===== config.mk =====
export PLATFORM = sky130hd
export DESIGN_NAME = nstp_blend
export DESIGN_NICKNAME = d
export VERILOG_FILES = /design/src/design/nstp_pkg.sv /design/src/design/nstp_blend.sv
export SDC_FILE = /design/constraint.sdc
export NUM_CORES = 2
export LEC_CHECK = 0
export BUFFER_PORTS_ARGS = -buffer_cell sky130_fd_sc_hd__buf_4
export CORE_ASPECT_RATIO = 1.25
export CORE_MARGIN = 4
export CORE_UTILIZATION = 49
export DETAILED_ROUTE_END_ITERATION = 8
export PLACE_DENSITY = 0.65
export SLEW_MARGIN = 20
export SYNTH_ARGS = -nofsm -noshare
export SYNTH_HDL_FRONTEND = slang
export SYNTH_SLANG_ARGS = --single-unit

===== constraint.sdc =====
create_clock -name clk_i -period 8.2 [get_ports clk_i]
set_input_delay 0 -clock clk_i [delete_from_list [all_inputs] [get_ports clk_i]]
set_output_delay 0 -clock clk_i [all_outputs]
set_load 0.02 [all_outputs]

===== src/design/nstp_pkg.sv =====
// Package for the nested scope timing profiler.
// Holds the sizes, event codes and the structs that the slot cells share.
// No dependencies.
package nstp_pkg;

  localparam int MaxScopes = 16;
  localparam int SlotW     = $clog2(MaxScopes);
  localparam int CntW      = $clog2(MaxScopes + 1);
  localparam int TickW     = 40;
  localparam int TagW      = 16;
  localparam int CallW     = 16;
  localparam int RetW      = 16;
  localparam int FracW     = 16;
  localparam int AvgW      = 56;
  localparam int ModeW     = 3;

  localparam logic [CntW-1:0] ScopesFull = CntW'(MaxScopes);

  localparam logic [ModeW-1:0] ModeBeginFrame = 3'd0;
  localparam logic [ModeW-1:0] ModeEndFrame   = 3'd1;
  localparam logic [ModeW-1:0] ModeBeginScope = 3'd2;
  localparam logic [ModeW-1:0] ModeEndScope   = 3'd3;
  localparam logic [ModeW-1:0] ModeClear      = 3'd4;

  // broadcast from the sequencer to every slot cell
  typedef struct packed {
    logic [SlotW-1:0] sel;
    logic [SlotW-1:0] rd_sel;
    logic [CntW-1:0]  used;
    logic [TagW-1:0]  tag;
    logic [TickW-1:0] now;
    logic [SlotW-1:0] depth;
    logic [TickW-1:0] elapsed;
    logic [AvgW-1:0]  avg;
    logic [TickW-1:0] peak;
    logic             clr_frame;
    logic             clr_stats;
    logic             claim;
    logic             enter;
    logic             acc;
    logic             wb;
  } cell_ctrl_t;

  // read bus handed along the chain of cells
  typedef struct packed {
    logic [TagW-1:0]  tag;
    logic [TickW-1:0] start;
    logic [TickW-1:0] total;
    logic [CallW-1:0] calls;
    logic [SlotW-1:0] depth;
    logic [AvgW-1:0]  avg;
    logic [TickW-1:0] peak;
  } cell_rd_t;

endpackage


===== src/design/nstp_blend.sv =====
// Moving average update: registered partial products, then one sum.
// new = hi(avg)*r + (lo(avg)*r >> 16) + last*(65536-r). Uses nstp_pkg.
module nstp_blend import nstp_pkg::*; (
  input  logic             clk_i,
  input  logic             load_i,
  input  logic [AvgW-1:0]  avg_i,
  input  logic [TickW-1:0] total_i,
  input  logic [RetW-1:0]  ret_i,
  output logic [AvgW-1:0]  avg_o
);

  logic [AvgW-1:0]         hi_q;
  logic [FracW-1:0]        lo_q;
  logic [TickW+RetW:0]     fresh_q;
  logic [2*FracW-1:0]      lo_prod;
  logic [RetW:0]           keep_c;
  logic [AvgW+1:0]         sum;

  assign lo_prod = avg_i[FracW-1:0] * ret_i;
  assign keep_c  = {1'b1, {RetW{1'b0}}} - {1'b0, ret_i};

  always_ff @(posedge clk_i) begin
    if (load_i) begin
      hi_q    <= AvgW'(avg_i[AvgW-1:FracW] * ret_i);
      lo_q    <= lo_prod[2*FracW-1:FracW];
      fresh_q <= total_i * keep_c;
    end
  end

  assign sum   = (AvgW+2)'(hi_q) + (AvgW+2)'(lo_q) + (AvgW+2)'(fresh_q);
  assign avg_o = sum[AvgW-1:0];

endmodule


==> summary.txt <==
cell total after placement - 7870
Chip Height - 388.6 um
nets in the synthesized netlist - 8284
part of the cycle the worst path needs - 95.22%
total die area - 121400 um^2
worst-margin pin slew - 1.036 ns
placed instance area - 59440 um^2
total clock buffers created by CTS - 17
crit end category - flop
number of flops mapped to enable cells by yosys - 128
global-route wire length before repair - 256.5 mm
non-filler instance count after layout - 7906
highest achievable clock rate - 128.1 MHz
CP dominant cell by count - sky130_fd_sc_hd__fa_1
area used by sequential logic in the layout - 3844 um^2
residual overflow from global routing - 0
top cells by area in the synthesized netlist - sky130_fd_sc_hd__fa_1, sky130_fd_sc_hd__ha_1, sky130_fd_sc_hd__inv_1, sky130_fd_sc_hd__nand2_1, sky130_fd_sc_hd__edfxtp_1
pin count of the biggest net entering global routing - 71
estimated wirelength of the detail-placed design - 128.7 mm
library cell used as clock root buffer - sky130_fd_sc_hd__clkbuf_16
final setup violation count - 0
count of H-tree levels built during CTS - 4
endpoint required time on the critical path - 8.40 ns
area of combinational cells with multiple inputs - 46460 um^2
initial antenna violation count - 5
Setup Crit Path Kind - in -> reg
routed wire length - 157.6 mm
post-synthesis instance area - 56790 um^2
Placeable Area - 115000 um^2
remaining max-slew budget at the tightest pin - 30.95%
CP Max Fanout - 19
final-layout fill cell count - 10790
placer's final routability congestion estimate - 0.9102
Reg clk slew, reported paths - 0.07 ns
pins over their slew limit - 0
average cell area after synthesis - 8.857 um^2
GRT Overall Usage - 26.85%
DRC marker count from the first detailed-route iteration - 2438
Post-layout nets - 8211
vias per inst - 5.441
count of nets left with antenna violations after detail routing - 0
DR WL/cell - 19.93 um
run status - complete, no violations
number of instances in the synthesized netlist - 6412
area fraction of the dominant cell type after synthesis - 46.11%
total number of vias - 43020
DRC violation count after routing - 0
final standard cell area without fillers - 60070 um^2
maximum count of clock buffers along a single path - 2
register bit count reported by yosys - 128
number of endpoints with negative hold slack in the final report - 0
input/output buffers - 169
YS warnings - 0
Slowest Stage Delay on Critical Path - 0.55 ns
worst-path cell with the longest stage delay - sky130_fd_sc_hd__fa_1
Num Clock Sinks - 128
cell type contributing the most total cell area after synthesis - sky130_fd_sc_hd__fa_1
post-synth cell types - 84
share of synthesized registers carrying an async set or reset - 0%
layout cells sized above 1 - 4.975%
setup repair after global routing missed its margin - false
top flip-flop cell by instance count after synthesis - sky130_fd_sc_hd__edfxtp_1
Post-CTS Setup Repair Bufs - 0
vias in the first global route - 47070
clock tree from TritonCTS - built
most numerous cell types in the synthesized netlist - sky130_fd_sc_hd__inv_1, sky130_fd_sc_hd__fa_1, sky130_fd_sc_hd__nand2_1
proportion of synthesized chip area in sequential cells - 6.768%
min-delay worst type - in -> reg
max-capacitance violation count - 0
num rows - 139
fin crit period - 7.808 ns
die width - 312.5 um
Top-Level Pins - 170
area growth from synthesis to layout - 5.775%
element type at the critical path start - input pin
Initial Util - 49.40%
Initial DRT Pass Iterations - 6
critical path data arrival time - 8.01 ns
most repeated cell in the gate-level netlist after synthesis - sky130_fd_sc_hd__inv_1
## cell usage in the layout, fill, tap and decap left out, types with 26 or more instances in the layout
master	Yosys	layout
sky130_fd_sc_hd__and3_1	33	33
sky130_fd_sc_hd__nand3_1	50	50
sky130_fd_sc_hd__a21oi_1	181	181
sky130_fd_sc_hd__nor2_1	112	110
sky130_fd_sc_hd__a21o_1	85	85
sky130_fd_sc_hd__nand4_1	30	30
sky130_fd_sc_hd__o21bai_1	26	26
sky130_fd_sc_hd__xnor2_1	127	118
sky130_fd_sc_hd__fa_1	1308	1308
sky130_fd_sc_hd__inv_1	1438	1438
sky130_fd_sc_hd__ha_1	450	450
sky130_fd_sc_hd__buf_4	0	231
sky130_fd_sc_hd__nor2b_1	26	26
sky130_fd_sc_hd__xor2_1	51	47
sky130_fd_sc_hd__o21ai_0	86	86
sky130_fd_sc_hd__nor3_1	28	28
sky130_fd_sc_hd__edfxtp_1	128	128
sky130_fd_sc_hd__nand2_1	1246	1246
sky130_fd_sc_hd__and2_1	443	443
## flip-flops by register name, summed over array words and instances, names as in the netlist
register  count
lo_q         16
hi_q         56
fresh_q      56
## final timing paths
check	depth (start not counted)	startpoint	to
max	30	ret_i[2]	fresh_q[55]
min	1	load_i	fresh_q[33]
## metal layers
layer	GRT usage, %	routed length [um]
met1	32.51	59880
met2	48.29	81000
met3	3.652	8998
met4	10.88	7715
met5	0	0
## layout make-up
type | instances | area share [%]
multi-input cells | 4516 | 77.35
diodes | 3 | 0.01250
repair buffers | 238 | 3.074
clock inverters | 15 | 0.2437
inverters | 1438 | 8.986
clock buffers | 17 | 0.7082
well taps | 1551 | 3.231
flip-flops and latches | 128 | 6.399
## repair_timing
item | 4_1_cts | 5_1_grt
hold buffers | 1 | 0
endpoints found under the setup margin | 0 | 9
hold endpoints to repair | 1 | 0
gates resized for setup | 0 | 5
## per-stage QoR
| step | setup WS (ns) | hold slack, ns | util, % | setup TNS [ns] |
|---|---|---|---|---|
| after global routing | 0.03877 | 0.07236 | 52.25 | 0 |
| after CTS | 0.005191 | 0.05102 | 52.21 | 0 |
| after floorplan | 1.104 | 0.1125 | - | 0 |
| final | 0.3916 | 0.06801 | 52.25 | 0 |
| after detailed placement | -0.3735 | 0.4655 | 51.71 | -1.740 |
| after global placement | -0.2112 | 0.4680 | 51.70 | -0.6203 |
## cells by family after synthesis
kind of cell,Yosys count,share of synthesized area [%]
simple gates,2025,16.25
buf+inv,1768,11.70
fa+ha+maj,1758,56.02
compound gates,555,6.517
xor+xnor,178,2.745
flops,128,6.768
## worst max-delay path, delay by kind of cell
kind / cells / cell delay [ns]
fa+ha+maj: 7 / 3.32
simple gates: 10 / 2.32
compound gates: 7 / 1.39
buf+inv: 5 / 0.61
xor+xnor: 1 / 0.33
Power is not shown: default switching activity piles up to over one toggle a cycle in this logic, so the estimate is an artifact.
