[src/design/nstp_pkg.sv]
// Package for the nested scope timing profiler.
// Holds the sizes, event codes and the structs that the slot cells share.
// No dependencies.
package nstp_pkg;

  localparam int MaxScopes = 16;
  localparam int SlotW     = $clog2(MaxScopes);
  localparam int CntW      = $clog2(MaxScopes + 1);
  localparam int TickW     = 40;
  localparam int TagW      = 16;
  localparam int CallW     = 16;
  localparam int RetW      = 16;
  localparam int FracW     = 16;
  localparam int AvgW      = 56;
  localparam int ModeW     = 3;

  localparam logic [CntW-1:0] ScopesFull = CntW'(MaxScopes);

  localparam logic [ModeW-1:0] ModeBeginFrame = 3'd0;
  localparam logic [ModeW-1:0] ModeEndFrame   = 3'd1;
  localparam logic [ModeW-1:0] ModeBeginScope = 3'd2;
  localparam logic [ModeW-1:0] ModeEndScope   = 3'd3;
  localparam logic [ModeW-1:0] ModeClear      = 3'd4;

  // broadcast from the sequencer to every slot cell
  typedef struct packed {
    logic [SlotW-1:0] sel;
    logic [SlotW-1:0] rd_sel;
    logic [CntW-1:0]  used;
    logic [TagW-1:0]  tag;
    logic [TickW-1:0] now;
    logic [SlotW-1:0] depth;
    logic [TickW-1:0] elapsed;
    logic [AvgW-1:0]  avg;
    logic [TickW-1:0] peak;
    logic             clr_frame;
    logic             clr_stats;
    logic             claim;
    logic             enter;
    logic             acc;
    logic             wb;
  } cell_ctrl_t;

  // read bus handed along the chain of cells
  typedef struct packed {
    logic [TagW-1:0]  tag;
    logic [TickW-1:0] start;
    logic [TickW-1:0] total;
    logic [CallW-1:0] calls;
    logic [SlotW-1:0] depth;
    logic [AvgW-1:0]  avg;
    logic [TickW-1:0] peak;
  } cell_rd_t;

endpackage

[src/design/nstp_stack.sv]
// Stack of open scopes, holding slot numbers.
// Push, pop and reset to empty at begin frame. Uses nstp_pkg.
module nstp_stack import nstp_pkg::*; (
  input  logic             clk_i,
  input  logic             rst_ni,
  input  logic             clr_i,
  input  logic             push_i,
  input  logic             pop_i,
  input  logic [SlotW-1:0] data_i,
  output logic [CntW-1:0]  depth_o,
  output logic [SlotW-1:0] top_o
);

  logic [SlotW-1:0] mem_q [MaxScopes];
  logic [CntW-1:0]  depth_q;
  logic [SlotW-1:0] top_idx;

  assign top_idx = SlotW'(depth_q - 1'b1);
  assign top_o   = mem_q[top_idx];
  assign depth_o = depth_q;

  always_ff @(posedge clk_i) begin
    if (push_i) mem_q[depth_q[SlotW-1:0]] <= data_i;
  end

  always_ff @(posedge clk_i or negedge rst_ni) begin
    if (!rst_ni) begin
      depth_q <= '0;
    end else if (clr_i) begin
      depth_q <= '0;
    end else if (push_i) begin
      depth_q <= depth_q + 1'b1;
    end else if (pop_i) begin
      depth_q <= depth_q - 1'b1;
    end
  end

  a_no_push_full : assert property (@(posedge clk_i) disable iff (!rst_ni)
    push_i |-> depth_q < ScopesFull) else $error("push on full stack");
  a_no_pop_empty : assert property (@(posedge clk_i) disable iff (!rst_ni)
    pop_i |-> depth_q != '0) else $error("pop on empty stack");
  a_depth_step : assert property (@(posedge clk_i) disable iff (!rst_ni)
    push_i && !clr_i |=> depth_q == $past(depth_q) + 1'b1)
    else $error("stack depth did not advance on push");

endmodule

[config.mk]
export PLATFORM = sky130hd
export DESIGN_NAME = nstp_stack
export DESIGN_NICKNAME = d
export VERILOG_FILES = /design/src/design/nstp_pkg.sv /design/src/design/nstp_stack.sv
export SDC_FILE = /design/constraint.sdc
export NUM_CORES = 1
export LEC_CHECK = 0
export BUFFER_PORTS_ARGS = -buffer_cell sky130_fd_sc_hd__buf_2
export CORE_ASPECT_RATIO = 1.5
export CORE_MARGIN = 2
export CORE_UTILIZATION = 64
export CTS_BUF_LIST = sky130_fd_sc_hd__clkbuf_4 sky130_fd_sc_hd__clkbuf_8 sky130_fd_sc_hd__clkbuf_16
export DETAILED_ROUTE_END_ITERATION = 6
export PLACE_DENSITY = 0.91
export SETUP_SLACK_MARGIN = 0.1
export SLEW_MARGIN = 40
export SYNTH_ARGS = -nofsm -noshare
export SYNTH_HDL_FRONTEND = slang
export SYNTH_SLANG_ARGS = --single-unit
[constraint.sdc]
create_clock -name clk_i -period 5.3 [get_ports clk_i]
set_clock_uncertainty 0.2 [all_clocks]
set_input_delay 0.53 -clock clk_i [delete_from_list [all_inputs] [get_ports clk_i]]
set_output_delay 0.53 -clock clk_i [all_outputs]
set_load 0.05 [all_outputs]
==> flow_metrics.env <==
export IMPL_status="complete, no violations"
export IMPL_drive_gt1_share_pct=20.5
export IMPL_avgSynthCellArea_um2=15.1
export IMPL_syn_cell_area_um2=2910
export IMPL_ctsRootBufferMaster="clkbuf_8"
export IMPL_post_cts_buffers=0
export IMPL_required_ns=4.57
export IMPL_hp_class="input port to register"
export IMPL_cp_top_family="adder cells"
export IMPL_slew_violations=0
export IMPL_worstPathCellList="inv_1 > ha_1 > nor2_1 > a221oi_1 > a32o_1 > buf_2"
export IMPL_period_needed_ns=3.71
export IMPL_grt_total_usage_pct=23.1
export IMPL_hold_buffers=1
export IMPL_path_max_fanout=21
export IMPL_synth_edf_count=64
export IMPL_globalRoute_totalOverflow=0
export IMPL_slowest_delay_ns=0.75
export IMPL_ys_seq_elements=69
export IMPL_grt_max_degree=22
export IMPL_worst_slew_pin_slew_ns=0.689
export IMPL_p_leak_uw=0.00114
export IMPL_grt_first_pass_wirelength_um=8280
export IMPL_vias_per_cell=6.12
export IMPL_path_buf_inv=2
export IMPL_cp_end_kind="output pin"
export IMPL_cts_tree="yes"
export IMPL_clk_pin_slew_ns=0.06
export IMPL_clockBufferDepth=2
export IMPL_ctsResizeCount=0
export IMPL_cts_htree_levels=3
export IMPL_cap_violations=0
export IMPL_vias=1633
export IMPL_coreArea_um2=4470
export IMPL_grt_pass1_vias=1677
export IMPL_layout_common_cells="64 x edfxtp_1, 34 x nand2_1, 25 x nor2_1, 17 x buf_2, 11 x clkbuf_8"
export IMPL_port_buffers=17
export IMPL_fmax_mhz=269
export IMPL_dp_cells=250
export IMPL_wirelength_um=5280
export IMPL_antennaDiodeCount=0
export IMPL_ir_drop_mv=0.258
export IMPL_ys_async_sr_fraction_pct=7.25
export IMPL_fin_cells=267
export IMPL_ys_flop_type="edfxtp_1"
export IMPL_ios=18
export IMPL_syn_nets=206
export IMPL_rows=30
export IMPL_relSlewSlack_pct=53.7
export IMPL_yosysUniqueCellTypes=26
export IMPL_dr_pass1_iters=4
export IMPL_wl_per_cell_um=19.8
export IMPL_ant_nets=0
export IMPL_post_route_period_util_pct=70.1
export IMPL_yosysWarningCount=0
export IMPL_rsz0062_at_grt="false"
export IMPL_gp_congestion=0.798
export IMPL_numCtsBuffers=9
export IMPL_criticalPathCategory="register to output pin"
export IMPL_cp_arrival_ns=2.98
export IMPL_die_width_um=59.1
export IMPL_dp_hpwl_um=3710
export IMPL_synthTopCellsByArea="edfxtp_1 66%, mux4_2 6.2%, nand2_1 4.4%"
export IMPL_finalSetupViolations=0
export IMPL_power_density_nw_per_um2=403
export IMPL_final_net_count=227
export IMPL_first_iter_violations=116
export IMPL_hold_viol=0
export IMPL_tns_ns=0
export IMPL_antenna_found_initial=0
export IMPL_area_growth_pct=10.1
export IMPL_die_area_um2=5120
export IMPL_start_kind="register"
export IMPL_die_y_um=86.6
export IMPL_drc=0
export IMPL_slowest_stage="ha_1"
export IMPL_synth_top_area_share_pct=66.0
export IMPL_final_common_cell="edfxtp_1"
export IMPL_synth_yosys_seq_area_share_pct=70.3
export IMPL_netlist_instances=193
export IMPL_synth_top_area_cell="edfxtp_1"
export IMPL_insertion_delay_ns=0.33
export IMPL_start_util_pct=65.2
export IMPL_numClockSinks=69
[power by group]
group	leakage, uW	internal (uW)	switching, uW
Clock	0.000101	210	168
Combinational	0.000398	93.7	193
Sequential	0.000643	612	17.7
[logic make-up (layout without fill, tap and decap cells)]
family | Yosys count | in the layout | share of synthesized area [%]
XOR/XNOR | 7 | 7 | 2.36
buffers and inverters | 11 | 37 | 2.41
AND/OR/NAND/NOR | 75 | 75 | 10.9
multiplexers | 16 | 16 | 8.94
AO/OA/AOI/OAI | 11 | 11 | 3.40
adder cells (fa/ha/maj) | 4 | 4 | 1.72
flip-flops | 69 | 69 | 70.3
[path summary, 6_finish.rpt]
check                      startpoint          to  slack [ns]  cells after the start
min in group asynchronous      rst_ni  depth_o[1]        0.35                      2
setup reg to reg           depth_o[0]  depth_o[1]        2.93                      5
hold reg to reg            depth_o[4]  depth_o[4]        0.36                      2
hold / removal                  clr_i  depth_o[0]        0.21                      2
setup / recovery           depth_o[0]    top_o[2]        1.59                      6
max in group asynchronous      rst_ni  depth_o[0]        4.41                      2
[sequential cells by signal, summed over array words and instances, names as in the netlist]
signal   flops
depth_o      5
mem_q       64
[cell usage after synthesis, types with 2 or more instances]
library cell  count
edfxtp_1         64
nand2_1          34
nor2_1           25
mux2i_1           8
mux4_2            8
xnor2_1           6
a221oi_1          5
dfrtp_1           5
nand4_1           5
a32o_1            4
ha_1              4
nand3_1           4
buf_6             3
nand2b_1          3
buf_2             2
clkbuf_1          2
inv_1             2
[final cells by class]
cell class | count | area (um2)
timing repair buffer | 19 | 103
sequential | 69 | 2050
fill | 285 | 1260
clock inverter | 2 | 10.0
tap | 48 | 60.1
clock buffer | 14 | 174
multi-input combinational | 113 | 802
inverter | 2 | 7.51
[stage by stage]
stage / power (uW) / hold WS [ns] / cell area [um2] / setup slack (ns) / utilization, %
after floorplan: 864 / 0.0344 / 2910 / 1.80 / -
after global placement: 916 / 0.146 / 3000 / 1.69 / 67.2
after detailed placement: 923 / 0.149 / 3000 / 1.56 / 67.2
after CTS: 1300 / 0.197 / 3200 / 1.18 / 71.5
after global routing: 1350 / 0.214 / 3200 / 1.38 / 71.7
final: 1290 / 0.207 / 3200 / 1.59 / 71.7
[metal layers]
layer / up-vias / global-route usage (%) / part of all wire, %
li1: 762 / - / -
met1: 808 / 24.7 / 36
met2: 52 / 42.9 / 58
met3: 11 / 5.97 / 4.3
met4: 0 / 7.44 / 1.9
met5: - / 0 / 0
Note: power is estimated with default switching activity, not from simulation.
