File: config.mk
export PLATFORM = sky130hd
export DESIGN_NAME = nstp_cell
export DESIGN_NICKNAME = d
export VERILOG_FILES = /design/src/design/nstp_pkg.sv /design/src/design/nstp_cell.sv
export SDC_FILE = /design/constraint.sdc
export NUM_CORES = 1
export LEC_CHECK = 0
export BUFFER_PORTS_ARGS = -buffer_cell sky130_fd_sc_hd__buf_4
export CAP_MARGIN = 20
export CORE_AREA = 2 2 252 254
export CTS_BUF_LIST = sky130_fd_sc_hd__clkbuf_8
export CTS_CLUSTER_DIAMETER = 50
export DETAILED_ROUTE_END_ITERATION = 8
export DIE_AREA = 0 0 254 256
export PLACE_DENSITY = 0.44
export SLEW_MARGIN = 0
export SYNTH_ARGS = -nofsm -noshare
export SYNTH_HDL_FRONTEND = slang
export SYNTH_SLANG_ARGS = --single-unit
File: constraint.sdc
create_clock -name clk_i -period 5.4 [get_ports clk_i]
set_input_delay 1.08 -clock clk_i [delete_from_list [all_inputs] [get_ports clk_i]]
set_output_delay 1.08 -clock clk_i [all_outputs]
set_load 0.05 [all_outputs]
File: src/design/nstp_pkg.sv
// Package for the nested scope timing profiler.
// Holds the sizes, event codes and the structs that the slot cells share.
// No dependencies.
package nstp_pkg;

  localparam int MaxScopes = 16;
  localparam int SlotW     = $clog2(MaxScopes);
  localparam int CntW      = $clog2(MaxScopes + 1);
  localparam int TickW     = 40;
  localparam int TagW      = 16;
  localparam int CallW     = 16;
  localparam int RetW      = 16;
  localparam int FracW     = 16;
  localparam int AvgW      = 56;
  localparam int ModeW     = 3;

  localparam logic [CntW-1:0] ScopesFull = CntW'(MaxScopes);

  localparam logic [ModeW-1:0] ModeBeginFrame = 3'd0;
  localparam logic [ModeW-1:0] ModeEndFrame   = 3'd1;
  localparam logic [ModeW-1:0] ModeBeginScope = 3'd2;
  localparam logic [ModeW-1:0] ModeEndScope   = 3'd3;
  localparam logic [ModeW-1:0] ModeClear      = 3'd4;

  // broadcast from the sequencer to every slot cell
  typedef struct packed {
    logic [SlotW-1:0] sel;
    logic [SlotW-1:0] rd_sel;
    logic [CntW-1:0]  used;
    logic [TagW-1:0]  tag;
    logic [TickW-1:0] now;
    logic [SlotW-1:0] depth;
    logic [TickW-1:0] elapsed;
    logic [AvgW-1:0]  avg;
    logic [TickW-1:0] peak;
    logic             clr_frame;
    logic             clr_stats;
    logic             claim;
    logic             enter;
    logic             acc;
    logic             wb;
  } cell_ctrl_t;

  // read bus handed along the chain of cells
  typedef struct packed {
    logic [TagW-1:0]  tag;
    logic [TickW-1:0] start;
    logic [TickW-1:0] total;
    logic [CallW-1:0] calls;
    logic [SlotW-1:0] depth;
    logic [AvgW-1:0]  avg;
    logic [TickW-1:0] peak;
  } cell_rd_t;

endpackage

File: src/design/nstp_cell.sv
// One table slot of the profiler: tag, entry time, frame totals and statistics.
// Passes the tag hit and the read bus on to its neighbor. Uses nstp_pkg.
module nstp_cell import nstp_pkg::*; (
  input  logic             clk_i,
  input  logic             rst_ni,
  input  logic [SlotW-1:0] idx_i,
  input  cell_ctrl_t       ctrl_i,
  input  logic             hit_i,
  input  logic [SlotW-1:0] hit_idx_i,
  output logic             hit_o,
  output logic [SlotW-1:0] hit_idx_o,
  input  cell_rd_t         rd_i,
  output cell_rd_t         rd_o
);

  logic [TagW-1:0]  tag_q, tag_d;
  logic [TickW-1:0] start_q, start_d;
  logic [TickW-1:0] total_q, total_d;
  logic [CallW-1:0] calls_q, calls_d;
  logic [SlotW-1:0] depth_q, depth_d;
  logic [AvgW-1:0]  avg_q, avg_d;
  logic [TickW-1:0] peak_q, peak_d;
  logic             me, used, match;
  logic [TickW:0]   sum;

  assign me    = (idx_i == ctrl_i.sel);
  assign used  = (CntW'(idx_i) < ctrl_i.used);
  assign match = used && (tag_q == ctrl_i.tag);
  assign sum   = {1'b0, total_q} + {1'b0, ctrl_i.elapsed};

  assign hit_o     = hit_i | match;
  assign hit_idx_o = hit_i ? hit_idx_i : idx_i;

  always_comb begin
    rd_o = rd_i;
    if (idx_i == ctrl_i.rd_sel) begin
      rd_o = '{tag: tag_q, start: start_q, total: total_q, calls: calls_q,
               depth: depth_q, avg: avg_q, peak: peak_q};
    end
  end

  always_comb begin
    tag_d   = tag_q;
    start_d = start_q;
    total_d = total_q;
    calls_d = calls_q;
    depth_d = depth_q;
    avg_d   = avg_q;
    peak_d  = peak_q;
    if (ctrl_i.clr_frame) begin
      total_d = '0;
      calls_d = '0;
    end
    if (ctrl_i.clr_stats) begin
      avg_d  = '0;
      peak_d = '0;
    end
    if (me) begin
      if (ctrl_i.claim) begin
        tag_d   = ctrl_i.tag;
        total_d = '0;
        calls_d = '0;
        depth_d = '0;
        avg_d   = '0;
        peak_d  = '0;
      end
      if (ctrl_i.enter) begin
        depth_d = ctrl_i.depth;
        start_d = ctrl_i.now;
        if (calls_d != '1) calls_d = calls_d + 1'b1;
      end
      if (ctrl_i.acc) begin
        total_d = sum[TickW] ? '1 : sum[TickW-1:0];
      end
      if (ctrl_i.wb) begin
        avg_d  = ctrl_i.avg;
        peak_d = ctrl_i.peak;
      end
    end
  end

  always_ff @(posedge clk_i) begin
    tag_q   <= tag_d;
    start_q <= start_d;
  end

  always_ff @(posedge clk_i or negedge rst_ni) begin
    if (!rst_ni) begin
      total_q <= '0;
      calls_q <= '0;
      depth_q <= '0;
      avg_q   <= '0;
      peak_q  <= '0;
    end else begin
      total_q <= total_d;
      calls_q <= calls_d;
      depth_q <= depth_d;
      avg_q   <= avg_d;
      peak_q  <= peak_d;
    end
  end

endmodule

==> impl_metrics.ini <==
[yosys]
synth.largest_area_cell = dfrtp_1
ys_top_cells_by_count = 215 x mux2_2, 156 x dfrtp_1, 100 x a22o_1, 97 x a21oi_1, 61 x clkbuf_1
synth_top_family_by_area = multiplexers
netlist_instances = 1124
syn-cell-area_um2 = 12700
yosysTopAreaCellShare = 0.306
synth_xor_xnor_area_share = 0.0488
synth_edf_count = 56
synth-simple-area-share = 0.0660
yosysSeqAreaShare = 0.438
synth-async-reset-ratio = 0.736
synth-compound-area-share = 0.183
yosysUniqueCellTypes = 60
synth.area.mux_share = 0.192
yosys_warnings = 0
syn_nets = 1607
synth_flop_cell = dfrtp_1
synth_area_leaders = dfrtp_1 31%, mux2_2 19%, edfxtp_1 13%
syn_avg_cell_area_um2 = 11.3
synth_fa_ha_area_frac = 0.0448
yosysMostFrequentCell = mux2_2
synth-seq-cells = 212

[drt]
wirelength_um = 54900
drt-pass1-iter-count = 5
drtIter0Drc = 551
drc = 0
met3_length_um = 4390
wl_per_cell_um = 20.7
num_vias = 11800
wl_met1_um = 21200
wl_met2_um = 27600
via_per_inst = 4.43
ant_nets = 0
top_layer_used = met5

[cts]
post-cts-setup-buffers = 0
cts.clk_slew.worst_paths_ns = 0.05
cts_inserted_buffers = 47
clk_latency_ns = 0.60
clockBufferDepth = 3
cts_hold_buf = 0
ctsResizeCount = 0
cts-root-buf = clkbuf_8
cts_tree = built
clkSinkCount = 212
cts.htree.levels = 2

[placed_design]
pre_cts_slack_ns = 0.580
portBuffers = 654
dpl.hpwl_um = 43500
gp_congestion = 0.859

[timing]
rsz0062_at_grt = false
finalCriticalPeriod_ns = 4.81
setup_violations = 0
fin_tns_setup_ns = 0
relSlewSlack = 0.248
hold_violations = 0
layout_setup_ws_ns = 0.588
whs_ns = 0.491
worst_pin_slew_ns = 1.13
slew_viol_final = 0
finalCritPeriodShare = 0.891
fmax_mhz = 208
clock_skew_ns = 0.0141

[global_route]
antenna_found_initial = 11
grt_pass1_wl_um = 77600
grt_overflow = 0
grt_pass1_vias = 12000
grt_start_max_net_pins = 129
track_usage = 0.160

[finish]
nets = 2253
drive_above_1_share = 0.541
fill_cells = 6507
area_growth_pct = 53.6

[critical_path]
arrival_ns = 3.73
cp.required_ns = 4.32
crit_fanout = 128
end_kind = primary output
reg2regPathDepth = 11
r2r-end = total_q[7]$_DFF_PN0_
critical_path_class = in2out
worst_setup_path_start_kind = input pin
worstReg2RegStart = total_q[0]$_DFF_PN0_
rrSetupSlack_ns = 1.53

[run]
drv_cap = 0

[floorplanning]
fp.dieW_um = 254
core_um2 = 62400
pin_count = 655
die_h_um = 256
start_util = 0.204
die-area_um2 = 65000
row_count = 92

[pwr]
ir_drop_mv = 0.151
p_leak_nw = 9.21
power_density_nw_per_um2 = 264

[hold_path]
min_from = avg_q[55]$_DFF_PN0_
min_path_type = reg2reg
whs_path_depth = 1
hold_end = avg_q[55]$_DFF_PN0_

[status]
status = finished clean
## metrics by stage
stage | power (mW) | cells | area [um2] | util
2_1_floorplan | 2.70 | 1124 | 12700 | -
3_3_place_gp | 3.31 | 2567 | 18600 | 0.298
3_5_place_dp | 3.31 | 2567 | 18600 | 0.298
4_1_cts | 5.27 | 2654 | 19600 | 0.314
5_1_grt | 5.41 | 2657 | 19600 | 0.314
6_report | 5.17 | 2657 | 19600 | 0.314
## area by class of cell
type / instances / area (um2) / share of cell area
antenna: 3 / 7.51 / 0.000383
clock buffer: 53 / 729 / 0.0373
clock inverter: 34 / 262 / 0.0134
inverter: 17 / 63.8 / 0.00326
multi-input combinational: 824 / 6830 / 0.349
sequential: 212 / 5590 / 0.285
tap: 846 / 1060 / 0.0541
timing repair buffer: 668 / 5040 / 0.258
## state kept, by name (all words and copies together), names as in the netlist
register,count
avg_q,56
peak_q,40
start_q,40
total_q,40
calls_q,16
tag_q,16
depth_q,4
## layout by cell type, fill, tap and decap left out, drive strengths merged, types with 44 or more instances in the layout
cell type / Yosys / final
nand2: 44 / 44
buf: 10 / 668
mux2: 215 / 215
clkbuf: 61 / 53
a22o: 100 / 100
xnor2: 48 / 48
edfxtp: 56 / 56
ha: 44 / 44
dfrtp: 156 / 156
a21oi: 97 / 97
## power by group
part | total [mW] | switching [mW] | internal [mW]
registers | 1.77 | 0.0526 | 1.72
clock network | 1.89 | 0.798 | 1.09
logic | 1.51 | 0.886 | 0.619
total | 5.17 | 1.74 | 3.43
## per-layer routing
| layer | up-vias | global-route usage |
|---|---|---|
| met4 | 10 | 0.0565 |
| met2 | 469 | 0.284 |
| met3 | 92 | 0.0493 |
| met1 | 5620 | 0.178 |
| li1 | 5580 | - |
| met5 | - | 0 |
## worst max path at each step
| stage | startpoint | endpoint | slack [ns] | cells after the start |
|---|---|---|---|---|
| global route | idx_i[3] | rd_o[203] | 0.45 | 7 |
| floorplan | idx_i[2] | rd_o[113] | 1.32 | 5 |
| CTS | idx_i[3] | rd_o[203] | 0.60 | 7 |
| finish | idx_i[3] | rd_o[203] | 0.59 | 7 |
| global placement | idx_i[2] | rd_o[206] | 0.68 | 7 |
| detailed placement | idx_i[3] | rd_o[203] | 0.58 | 7 |
## critical path, cell delays in order
cell and delay (ns):
buf_4 0.13, xnor2_1 0.12, nand4_1 0.15, buf_12 0.47, buf_4 0.88, mux2_2 0.43
buf_4 0.19
## kinds of logic (layout without fill, tap and decap cells)
family / after synthesis / in the layout
buffers and inverters: 88 / 772
DFF: 212 / 212
adders and majority gates: 45 / 45
AOI/OAI and AO/OA: 327 / 327
other: 0 / 3
and+or+nand+nor: 164 / 164
muxes: 217 / 217
xor gates and xnor gates: 71 / 71
Note: power is estimated with default switching activity, not from simulation.
